--- src/rtl/cfpa_pkg.sv ---
// Shared types, opcodes, status codes and the CORDIC angle table for the complex ALU.
// No dependencies; imported by every module of the block.
`default_nettype none

package cfpa_pkg;

   localparam int DATA_WIDTH_DEF    = 32;
   localparam int FRAC_BITS_DEF     = 16;
   localparam int CORDIC_STAGES_DEF = 16;
   localparam int PORT_W            = 32;
   localparam int PRESCALE          = 16;
   localparam int QUEUE_DEPTH       = 4;

   typedef logic [2:0] op_type;
   localparam op_type OP_ADD   = 3'd0;
   localparam op_type OP_SUB   = 3'd1;
   localparam op_type OP_MUL   = 3'd2;
   localparam op_type OP_DIV   = 3'd3;
   localparam op_type OP_CONJ  = 3'd4;
   localparam op_type OP_MAG   = 3'd5;
   localparam op_type OP_PHASE = 3'd6;

   typedef logic [1:0] status_type;
   localparam status_type ST_OK    = 2'd0;
   localparam status_type ST_UNDEF = 2'd1;
   localparam status_type ST_SAT   = 2'd2;

   typedef struct packed {
      op_type            op;
      logic              op_ok;
      logic [PORT_W-1:0] a_re;
      logic [PORT_W-1:0] a_im;
      logic [PORT_W-1:0] b_re;
      logic [PORT_W-1:0] b_im;
   } item_type;

   // atan(2^-i) in degrees, 16 fractional bits
   function automatic logic [63:0] atan_deg_q16(input int idx);
      logic [63:0] t;
      unique case (idx)
         0:  t = 64'd2949120;
         1:  t = 64'd1740967;
         2:  t = 64'd919879;
         3:  t = 64'd466945;
         4:  t = 64'd234379;
         5:  t = 64'd117304;
         6:  t = 64'd58666;
         7:  t = 64'd29335;
         8:  t = 64'd14668;
         9:  t = 64'd7334;
         10: t = 64'd3667;
         11: t = 64'd1833;
         12: t = 64'd917;
         13: t = 64'd458;
         14: t = 64'd229;
         15: t = 64'd115;
         16: t = 64'd57;
         17: t = 64'd29;
         18: t = 64'd14;
         19: t = 64'd7;
         20: t = 64'd4;
         21: t = 64'd2;
         22: t = 64'd1;
         default: t = 64'd0;
      endcase
      return t;
   endfunction

   // table entry rescaled to the given number of fraction bits, rounded
   function automatic logic [63:0] cordic_angle(input int idx, input int frac);
      logic [63:0] t;
      t = atan_deg_q16(idx);
      if (frac >= 16) begin
         return t << (frac - 16);
      end
      return (t + ((64'd1 << (16 - frac)) >> 1)) >> (16 - frac);
   endfunction

endpackage

`default_nettype wire

--- src/rtl/cfpa_front.sv ---
// Front end: takes request transactions, checks the opcode and holds one item.
// Depends on cfpa_pkg; feeds cfpa_queue.
`default_nettype none

module cfpa_front
   import cfpa_pkg::*;
(
   input  wire logic              clock,
   input  wire logic              reset,
   input  wire logic              req_valid,
   output logic                   req_stall,
   input  wire op_type            req_op,
   input  wire logic [PORT_W-1:0] req_a_re,
   input  wire logic [PORT_W-1:0] req_a_im,
   input  wire logic [PORT_W-1:0] req_b_re,
   input  wire logic [PORT_W-1:0] req_b_im,
   output logic                   push,
   output item_type               push_item,
   input  wire logic              q_full
);

   logic     hold_valid_ff, hold_valid_in;
   item_type hold_item_ff, hold_item_in;
   logic     accept;

   assign req_stall = hold_valid_ff & q_full;
   assign accept    = req_valid & ~req_stall;
   assign push      = hold_valid_ff & ~q_full;
   assign push_item = hold_item_ff;

   always_comb begin
      hold_item_in       = hold_item_ff;
      hold_valid_in      = hold_valid_ff;
      if (push) begin
         hold_valid_in = 1'b0;
      end
      if (accept) begin
         hold_valid_in      = 1'b1;
         hold_item_in.op    = req_op;
         hold_item_in.op_ok = (req_op <= OP_PHASE);
         hold_item_in.a_re  = req_a_re;
         hold_item_in.a_im  = req_a_im;
         hold_item_in.b_re  = req_b_re;
         hold_item_in.b_im  = req_b_im;
      end
   end

   always_ff @(posedge clock) begin
      if (reset) begin
         hold_valid_ff <= 1'b0;
      end else begin
         hold_valid_ff <= hold_valid_in;
      end
   end

   always_ff @(posedge clock) begin
      hold_item_ff <= hold_item_in;
   end

endmodule

`default_nettype wire

--- config.mk ---
export PLATFORM = sky130hd
export DESIGN_NAME = cfpa_front
export DESIGN_NICKNAME = d
export VERILOG_FILES = /design/src/rtl/cfpa_pkg.sv /design/src/rtl/cfpa_front.sv
export SDC_FILE = /design/constraint.sdc
export NUM_CORES = 1
export LEC_CHECK = 0
export BUFFER_PORTS_ARGS = -buffer_cell sky130_fd_sc_hd__buf_2
export CAP_MARGIN = 20
export CORE_MARGIN = 10
export CORE_UTILIZATION = 41
export CTS_CLUSTER_DIAMETER = 150
export DETAILED_ROUTE_END_ITERATION = 16
export PLACE_DENSITY = 0.8
export SETUP_SLACK_MARGIN = 0.4
export SLEW_MARGIN = 40
export SYNTH_ARGS = -nofsm -noshare
export SYNTH_HDL_FRONTEND = slang
export SYNTH_SLANG_ARGS = --single-unit
--- constraint.sdc ---
create_clock -name clock -period 6.85 [get_ports clock]
set_clock_uncertainty 0.2 [all_clocks]
set_input_delay 1.37 -clock clock [delete_from_list [all_inputs] [get_ports clock]]
set_output_delay 1.37 -clock clock [all_outputs]
set_load 0.01 [all_outputs]
Word-level counts from Yosys, hierarchy flattened --
Cells that the tools add are included.
Word-level totals: word-level logic and storage cells 16, register bits after elaboration 133, output and inout port bits 134, bits of input ports 135
Cells by class: $lt $le $gt $ge 1, bitwise operators 5, reductions and logical operators 1, muxes and demuxes 2
Operators with widths (number):
- $and 1x1->1 | 3
- $le 3x3->1 const B | 1
- $mux 1 | 2
- $not 1->1 | 2
- $reduce_bool 2->1 | 1

Depth between registers and ports, before layout --
depth in word-level cells 4, mapped depth 2, gate-level depth less buffers 2

Worst setup path before layout --
OpenSTA, ideal clock, no wires.
path type input-to-reg, from input port q_full, to register hold_item_ff (netlist bit push_item[0]), enable pin, slack 1.233 ns, buffers on the path 0, stages on the path 2, arrival time 4.898 ns, cell sequence and2_4 -> nor2b_2
Between the ends: longest elaborated chain between the ends 3
RTL lines:
- from (decl) | line cfpa_front.sv:19 | input wire logic q_full
- $and 1x1->1 | line cfpa_front.sv:26 | assign req_stall = hold_valid_ff & q_full;
- $not 1->1 | line cfpa_front.sv:27 | assign accept = req_valid & ~req_stall;
- $and 1x1->1 | line cfpa_front.sv:27
- named net accept | line cfpa_front.sv:24 | logic accept;
- to (signal assigned) | line cfpa_front.sv:57 | hold_item_ff <= hold_item_in;
- to (decl) | line cfpa_front.sv:23 | item_type hold_item_ff, hold_item_in;
The timed path passes the listed nets, and every way through them passes these cells. A chain may end at the register's enable or synchronous reset.

Final worst setup path --
from input port q_full, to output port push
Between the ends: longest elaborated chain between the ends 2
RTL lines:
- $not 1->1 | line cfpa_front.sv:28 | assign push = hold_valid_ff & ~q_full;
- $and 1x1->1 | line cfpa_front.sv:28
- to (decl) | line cfpa_front.sv:17 | output logic push,
No other way between the ends.

==> summary.md <==
| Metric | Value |
|---|---|
| GRT overflow | 0 |
| DRC marker count from the first detailed-route iteration | 122 |
| Syn Area/Cell | roughly 29 µm² |
| Die width | 119 µm |
| Post-Syn Instances | 139 |
| Dpl cells | 542 |
| Crit path max fanout | 3 |
| Die ar. | 14200 µm² |
| H-tree levels | 4 |
| Max-cap violations | 0 |
| Final min period | 3.39 ns |
| Cells resized by post-CTS repair | 0 |
| Clock latency at the later pin of the worst-skew pair | approximately 0.51 ns |
| Worst-Margin Slew | roughly 0.75 ns |
| Gr usage total | 15.3% |
| CTS tree | built |
| Worst min-delay path category | register to register |
| Vias in the first global route | around 2800 |
| Port bufs | 268 |
| Overall power | 1.95 mW |
| Layout Cells excl Fill | between 500 and 600 |
| Post-Route WL | about 11000 µm |
| Hold_ws | roughly 0.33 ns |
| WL/cell | about 19 µm |
| Clock Path Buffers | 2 |
| Num CTS Buffers | 17 |
| Max-slew violations | 0 |
| Setup TNS | 0 ns |
| Post-CTS setup buffers | 0 |
| Row count | 36 |
| Clock Tree Root | clkbuf_8 |
| Die Y | 119 µm |
| Gpl congestion | approximately 0.81 |
| Worst-path clk slew | about 0.06 ns |
| Inserted Diodes | 0 |
| Largest net degree at the start of global routing | slightly above 70 |
| Synth unique cells | 8 |
| Vias per std cell | 4.26 |
| FF+latch count, synth | 133 |
| Fmax | between 200 and 300 MHz |
| Synth Warn # | 0 |
| Area delta synth->final | 52.1% |
| Cell Area, Placed | 5550 µm² |
| CP arrival | ~1.8 ns |
| Pwr/cell area | ~320 nW/µm² |
| Post-route antenna net violation count | 0 |
| Layout Nets | 563 |
| Drc violations | 0 |
| Most frequent cells in the layout | buf_2 (268), edfxtp_1 (132), clkbuf_16 (16) |
| Design area | around 6000 µm² |
| Commonest non-fill, non-tap cell in the layout | buf_2 |
| CP Capture Type | output port |
| First-pass GRT wire length | approximately 16000 µm |
| Core ar. | about 9700 µm² |
| Synth Cell Area | roughly 4000 µm² |
| DR pass1 iterations | 4 |
| Slew HR | between 50% and 60% |
| Count of final hold-check violations | 0 |
| Layout cells sized above 1 | 67.6% |
| Via Count | between 2000 and 2500 |
| Mapped Nets | ~270 |
| RSZ-0062 raised after global routing | no |
| Required @ worst endpoint | 5.28 ns |
| Register area share after synthesis | 99.0% |
| Initial antenna violation count | 1 |
| Hold-fix buffers, CTS | 0 |
| Setup violations, final | 0 |
| IO Count | 269 |
| Status | complete, no violations |
| Pleak | between 2 and 3 nW |
| Worst Path Class, Setup | primary input to output port |
| TritonCTS Sinks | between 100 and 150 |
| Max VDD drop | between 0.00015 and 0.0002 V |
| Worst setup SP type | primary input |
| Fin crit share | between 40% and 50% |
| Starting Density | between 40% and 50% |
==> critical path, cell delays in order <==
cell	delay [ns]
buf_2	0.10
and2b_2	0.21
buf_2	0.14
==> layout make-up <==
type | instances | area [µm²]
fillers | 711 | 3570
repair buffers | 270 | 1360
clock buffers | 21 | 429
multi-input cells | 6 | 45.0
well taps | 133 | 166
clock inverters | 11 | 134
flip-flops and latches | 133 | 3980
==> power breakdown <==
group	internal, mW	switching [mW]
Clock	0.548	0.305
Sequential	0.953	0.0111
Combinational	0.0578	0.0741
Total	1.56	0.390
==> stage by stage <==
stage / utilization [%] / worst slack (ns)
4_1_cts: 63.1 / 3.46
5_1_grt: 63.2 / 3.44
3_5_place_dp: 57.3 / 3.01
6_report: 63.2 / 3.46
2_1_floorplan: - / 1.23
3_3_place_gp: 57.3 / 3.12
==> cells in the mapped netlist <==
master,n,area [µm²]
dfxtp_1,1,20.0
nand3_1,1,5.00
a21oi_1,1,5.00
and2_4,1,8.76
nor2b_2,1,8.76
edfxtp_1,132,3960
nor2_1,1,3.75
and2b_2,1,8.76
==> final timing paths <==
| kind | slack [ns] | cells after the start | end | start |
|---|---|---|---|---|
| hold / removal | 0.33 | 2 | hold_valid_ff | hold_valid_ff |
| setup reg to reg | 4.41 | 4 | push_item[7] | hold_valid_ff |
| setup / recovery | 3.46 | 3 | push | q_full |
| hold reg to reg | 0.33 | 2 | hold_valid_ff | hold_valid_ff |
==> metal layers <==
layer | share of wire (%) | track usage, %
met4 | 1.6 | 7.33
met3 | 14 | 9.49
met2 | 51 | 25.3
met5 | 0.12 | 0
met1 | 33 | 14.7
==> logic make-up after synthesis <==
group	share of synthesized area (%)
AOI/OAI and AO/OA	0.124
DFF	99.0
and+or+nand+nor	0.871
==> state kept, by name, indices dropped and copies added, names as in the netlist <==
name	flops
hold_valid_ff	1
push_item	132
(Power assumes the default switching activity.)
