[src/rtl/cfpa_pkg.sv]
// Shared types, opcodes, status codes and the CORDIC angle table for the complex ALU.
// No dependencies; imported by every module of the block.
`default_nettype none

package cfpa_pkg;

   localparam int DATA_WIDTH_DEF    = 32;
   localparam int FRAC_BITS_DEF     = 16;
   localparam int CORDIC_STAGES_DEF = 16;
   localparam int PORT_W            = 32;
   localparam int PRESCALE          = 16;
   localparam int QUEUE_DEPTH       = 4;

   typedef logic [2:0] op_type;
   localparam op_type OP_ADD   = 3'd0;
   localparam op_type OP_SUB   = 3'd1;
   localparam op_type OP_MUL   = 3'd2;
   localparam op_type OP_DIV   = 3'd3;
   localparam op_type OP_CONJ  = 3'd4;
   localparam op_type OP_MAG   = 3'd5;
   localparam op_type OP_PHASE = 3'd6;

   typedef logic [1:0] status_type;
   localparam status_type ST_OK    = 2'd0;
   localparam status_type ST_UNDEF = 2'd1;
   localparam status_type ST_SAT   = 2'd2;

   typedef struct packed {
      op_type            op;
      logic              op_ok;
      logic [PORT_W-1:0] a_re;
      logic [PORT_W-1:0] a_im;
      logic [PORT_W-1:0] b_re;
      logic [PORT_W-1:0] b_im;
   } item_type;

   // atan(2^-i) in degrees, 16 fractional bits
   function automatic logic [63:0] atan_deg_q16(input int idx);
      logic [63:0] t;
      unique case (idx)
         0:  t = 64'd2949120;
         1:  t = 64'd1740967;
         2:  t = 64'd919879;
         3:  t = 64'd466945;
         4:  t = 64'd234379;
         5:  t = 64'd117304;
         6:  t = 64'd58666;
         7:  t = 64'd29335;
         8:  t = 64'd14668;
         9:  t = 64'd7334;
         10: t = 64'd3667;
         11: t = 64'd1833;
         12: t = 64'd917;
         13: t = 64'd458;
         14: t = 64'd229;
         15: t = 64'd115;
         16: t = 64'd57;
         17: t = 64'd29;
         18: t = 64'd14;
         19: t = 64'd7;
         20: t = 64'd4;
         21: t = 64'd2;
         22: t = 64'd1;
         default: t = 64'd0;
      endcase
      return t;
   endfunction

   // table entry rescaled to the given number of fraction bits, rounded
   function automatic logic [63:0] cordic_angle(input int idx, input int frac);
      logic [63:0] t;
      t = atan_deg_q16(idx);
      if (frac >= 16) begin
         return t << (frac - 16);
      end
      return (t + ((64'd1 << (16 - frac)) >> 1)) >> (16 - frac);
   endfunction

endpackage

`default_nettype wire

[src/rtl/cfpa_queue.sv]
// Small register FIFO between the front end and the arithmetic back end.
// Depends on cfpa_pkg for the item type.
`default_nettype none

module cfpa_queue
   import cfpa_pkg::*;
#(
   parameter int DEPTH = QUEUE_DEPTH
)(
   input  wire logic     clock,
   input  wire logic     reset,
   input  wire logic     push,
   input  wire item_type push_item,
   output logic          full,
   input  wire logic     pop,
   output item_type      pop_item,
   output logic          not_empty
);

   localparam int AW = (DEPTH > 1) ? $clog2(DEPTH) : 1;
   localparam int CNW = $clog2(DEPTH + 1);

   item_type         entry_ff [0:DEPTH-1];
   logic [AW-1:0]    wr_ptr_ff, wr_ptr_in, rd_ptr_ff, rd_ptr_in;
   logic [CNW-1:0]   count_ff, count_in;

   assign full      = (count_ff == CNW'(DEPTH));
   assign not_empty = (count_ff != '0);
   assign pop_item  = entry_ff[rd_ptr_ff];

   always_comb begin
      wr_ptr_in = wr_ptr_ff;
      rd_ptr_in = rd_ptr_ff;
      count_in  = count_ff;
      if (push) begin
         wr_ptr_in = (wr_ptr_ff == AW'(DEPTH - 1)) ? '0 : wr_ptr_ff + AW'(1);
      end
      if (pop) begin
         rd_ptr_in = (rd_ptr_ff == AW'(DEPTH - 1)) ? '0 : rd_ptr_ff + AW'(1);
      end
      if (push & ~pop) begin
         count_in = count_ff + CNW'(1);
      end else if (pop & ~push) begin
         count_in = count_ff - CNW'(1);
      end
   end

   always_ff @(posedge clock) begin
      if (reset) begin
         wr_ptr_ff <= '0;
         rd_ptr_ff <= '0;
         count_ff  <= '0;
      end else begin
         wr_ptr_ff <= wr_ptr_in;
         rd_ptr_ff <= rd_ptr_in;
         count_ff  <= count_in;
      end
   end

   always_ff @(posedge clock) begin
      if (push) begin
         entry_ff[wr_ptr_ff] <= push_item;
      end
   end

   a_no_overflow: assert property (@(posedge clock) disable iff (reset)
      push |-> (count_ff != CNW'(DEPTH)) || pop)
      else $error("queue push while full");

   a_no_underflow: assert property (@(posedge clock) disable iff (reset)
      pop |-> count_ff != '0)
      else $error("queue pop while empty");

   a_count_bound: assert property (@(posedge clock) disable iff (reset)
      count_ff <= CNW'(DEPTH))
      else $error("queue count out of range");

   a_count_track: assert property (@(posedge clock) disable iff (reset)
      (push && !pop) |=> count_ff == $past(count_ff) + CNW'(1))
      else $error("queue count did not follow push");

endmodule

`default_nettype wire

[config.mk]
export PLATFORM = sky130hd
export DESIGN_NAME = cfpa_queue
export DESIGN_NICKNAME = d
export VERILOG_FILES = /design/src/rtl/cfpa_pkg.sv /design/src/rtl/cfpa_queue.sv
export SDC_FILE = /design/constraint.sdc
export NUM_CORES = 1
export LEC_CHECK = 0
export BUFFER_PORTS_ARGS = -buffer_cell sky130_fd_sc_hd__buf_2
export CAP_MARGIN = 15
export CORE_UTILIZATION = 59
export CTS_BUF_LIST = sky130_fd_sc_hd__clkbuf_2 sky130_fd_sc_hd__clkbuf_4 sky130_fd_sc_hd__clkbuf_8
export DETAILED_ROUTE_END_ITERATION = 8
export PLACE_DENSITY = 0.82
export SYNTH_ARGS = -nofsm -noshare
export SYNTH_HDL_FRONTEND = slang
export SYNTH_SLANG_ARGS = --single-unit
export TNS_END_PERCENT = 100
[constraint.sdc]
create_clock -name clock -period 5.9 [get_ports clock]
set_input_delay 0.59 -clock clock [delete_from_list [all_inputs] [get_ports clock]]
set_output_delay 0.59 -clock clock [all_outputs]
set_load 0.1 [all_outputs]
Word level (Yosys, flattened, before mapping)
Memories as Yosys holds them, arrays and structs flattened. A register that Yosys moved wholly into a read port is not among the register bits.
Index checks and enable logic that the tools add are counted.
Operators by class
  bitwise gates (word level): 4
  muxes and demuxes: 8
  reductions and logical operators: 2
  add/subtract/negate cells: 4
  equal/unequal tests: 3
Operator list (number)
  2-bit 2-to-1 mux: 4
  3-bit 2-to-1 mux: 2
  2-bit by 1-bit adder with 2-bit output (second input constant): 2
  2-bit == test (second input constant): 2
  3-bit by 1-bit adder with 3-bit output (second input constant): 1
  3-bit == test (second input constant): 1
  3-bit nonzero test: 1
  3-bit by 1-bit subtractor with 3-bit output (second input constant): 1
  1-bit bitwise AND: 2
  1-bit 2-to-1 mux: 2
  1-bit NOT: 2
  2-bit nonzero test: 1
Word-level totals
  memory bits (writable): 528
  input bits: 136
  memories kept: 1
  register bits: 7
  output and inout bits: 134
  logic and storage cells: 25
Memory list
  entry_ff: words 4, width 132, read ports 1, clocked after Yosys merged registers in 1, wr ports 1, RTL line cfpa_queue.sv:23  | item_type entry_ff [0:DEPTH-1];

Longest topological paths before layout
  depth in word-level cells: 4
  mapped depth: 7

Worst setup path after synthesis
OpenSTA, ideal clock, no wires.
  path type: in2reg
  start point: input push
  end point: memory entry_ff[0][0] (netlist bit), enable pin
  setup time: 506 ps
  data required time: 5394 ps
  arrival time: 3612 ps
  stages: 1
  path slack: 1782 ps
  path through: and2_1
Between the ends
  longest elaborated chain between the ends: 2
RTL lines
  start, declared: RTL line cfpa_queue.sv:12  | input wire logic push,
  1-bit 2-to-1 mux: RTL line cfpa_queue.sv:61  | if (push) begin
  1-bit 2-to-1 mux (not written as such): RTL line cfpa_queue.sv:62  | entry_ff[wr_ptr_ff] <= push_item;
  end, declared: RTL line cfpa_queue.sv:23
No other way between the ends.

==> summary.txt <==
Outcome - finished, final reports clean
Post-Syn Nets - 877
First-pass GRT wire length - 53.3 mm
Clk network pwr share - 33.2%
Setup Skew - 0.0244 ns
Fillers - 1973
Final setup viols - 0
NetSw - 2.61 mW
Period utilisation layout - 60.5%
Top Layer Used - met5
Core Region - 32500 sq um
Starting Density - 59.9%
Largest net degree at the start of global routing - 72
Most common cell after layout, fill and taps aside - edfxtp_1
Hold Path Stages - 1
Iteration-0 DRC Markers - 442
Sw Share - 29.3%
Die Ht - 184 microns
CTS buffer count - 82
Yosys warnings - 0
Final hold vios - 0
Crit Path Category - flip-flop to output pin
Post-Syn Area - 19500 sq um
Clk sink count - 537
Via density - 5.64
Hold buffers post-CTS - 0
Highest-count cells in the layout ignoring fill and taps - edfxtp_1, buf_2, mux4_2, clkbuf_8, clkbuf_4
Post-synthesis cell type count - 17
IO Pins - 270
Core Util, Final - 70.5%
Clk buf depth - 3
CP max FO - 35
Post-CTS sizing - 0
Vias in the first global route - 9392
Top cells by area in the synthesized netlist - edfxtp_1, mux4_2, dfxtp_1, buf_6, buf_2
Final net count - 1207
Share of layout cells above drive strength 1 - 48.7%
Hold path start - push_item[59]
Area grow syn2layout - 17.8%
Placed Instance Area - 21300 sq um
Routed WL - 35.5 mm
Max_cap viols - 0
IO Port Bufs - 269
Pleak - 7.76 nW
Post-CTS Setup Repair Bufs - 0
#FFs+latches synth - 537
HPWL Detailed - 20.5 mm
Post-synth top area cell - edfxtp_1
Power Total - 8.92 mW
Final Critical Period - 3.57 ns
Initial DRT Pass Iterations - 4
Antenna Violating Nets Remaining - 0
TritonCTS clock tree - built
Combinational share of power - 17.0%
Overflow after GRT - 0
Die area - 33700 sq um
Hold Crit Class - input pin to flip-flop
Syn avg cell area - 26.5 sq um
GP Congestion - 0.711
Die width - 184 microns
WL met2 - 17.3 mm
Share of the synthesized area in the top cell type - 81.4%
Sequential element share of the synthesized area - 82.3%
Inst Count DP - 1422
FMAX - 0.280 GHz
DRC - 0
Power share of the sequential group - 49.8%
Met3 WL - 2.87 mm
Clock-pin slew on the worst setup and hold paths - 0.06 ns
Nature of the critical path endpoint - output pin
Slew Limit Fails - 0
Crit path DAT - 2.98 ns
Total number of vias - 8890
R2R cell count - 3
Max IR drop VDD - 0.254 mV
Finished Layout Cells - 1576
Rel. slew slack - 30.4%
Sequential cell area - 16000 sq um
R2R Path Start - wr_ptr_ff[0]
Power Density - 389 nW/um^2
# rows - 66
H-tree lvl count - 3
M1 WL - 14.7 mm
Worst setup SP type - flip-flop
Worst Path Required - 5.31 ns
Worst slew pin tran - 1.04 ns
Multi-input logic area - 3230 sq um
Syn Inst Count - 734
Internal Power - 6.30 mW
Initial antenna violation count - 7
CTS root buf - clkbuf_8
RSZ-0062 raised after global routing - false
Worst-Skew Late Latency - 0.59 ns
Routed wire per std cell - 22.6 microns
Global Route Usage Sum - 21.6%
Setup_tns - 0 ns
Final Cell Area - 22900 sq um
-- cell usage after synthesis --
cell type    n
edfxtp_1   528
a21oi_1      2
fa_1         1
or3_1        2
buf_6       10
mux4_2     132
buf_2       15
dfxtp_1      9
and2_1       4
ha_1         6
nor3b_1      2
nor2_1       7
xor2_1       2
mux2i_1      4
o21ai_0      1
clkbuf_1     5
inv_1        4
-- cells by family after synthesis --
kind of cell               after synthesis  share of synthesized area, %
xor gates and xnor gates                 2                        0.0900
AOI/OAI and AO/OA                        3                        0.0771
and+or+nand+nor                         15                         0.405
DFF                                    537                          82.3
buffers and inverters                   34                          1.14
muxes                                  136                          15.5
adders and majority gates                7                         0.488
-- cell type report --
cell class | instances | share of cell area [%]
diodes | 7 | 0.0764
clock buffers | 115 | 6.08
clock inverters | 32 | 0.922
inverters | 4 | 0.0655
multi-input cells | 163 | 14.1
flip-flops and latches | 537 | 69.9
well taps | 442 | 2.41
repair buffers | 276 | 6.43
-- worst max-delay path: stages, from the launching register on --
cell and delay [ns]:
dfxtp_4 0.82, buf_4 0.60, mux4_2 0.60, buf_2 0.31
-- per-layer routing --
layer	up-vias	track usage (%)
li1	3864	-
met1	4626	28.9
met2	331	33.9
met3	59	7.05
met4	10	7.13
met5	-	0
-- path summary, 6_finish.rpt --
check / endpoint / slack, ns
worst max-delay path: pop_item[53] / 2.33
worst max register to register: entry_ff[3][99] / 3.51
worst min-delay path: entry_ff[0][59] / 0.21
worst min register to register: count_ff[2] / 0.54
-- metrics by stage --
stage	setup slack, ns	hold slack, ns
2_1_floorplan	1.78	0.455
3_3_place_gp	2.87	0.473
3_5_place_dp	2.85	0.538
4_1_cts	2.19	0.163
5_1_grt	2.07	0.168
6_report	2.33	0.213
-- power by group through the flow --
stage / combinational (mW) / sequential [mW] / clock (mW)
finish: 1.52 / 4.44 / 2.96
global placement: 1.51 / 4.51 / 0
global route: 1.57 / 4.45 / 3.20
detailed placement: 1.53 / 4.52 / 0
CTS: 1.53 / 4.44 / 3.04
floorplan: 1.28 / 4.50 / 0
-- registers in the layout, summed over array words and instances, names as in the netlist, named ones only --
name       cells
count_ff       3
wr_ptr_ff      2
rd_ptr_ff      2
entry_ff     528
(Power assumes the default switching activity.)
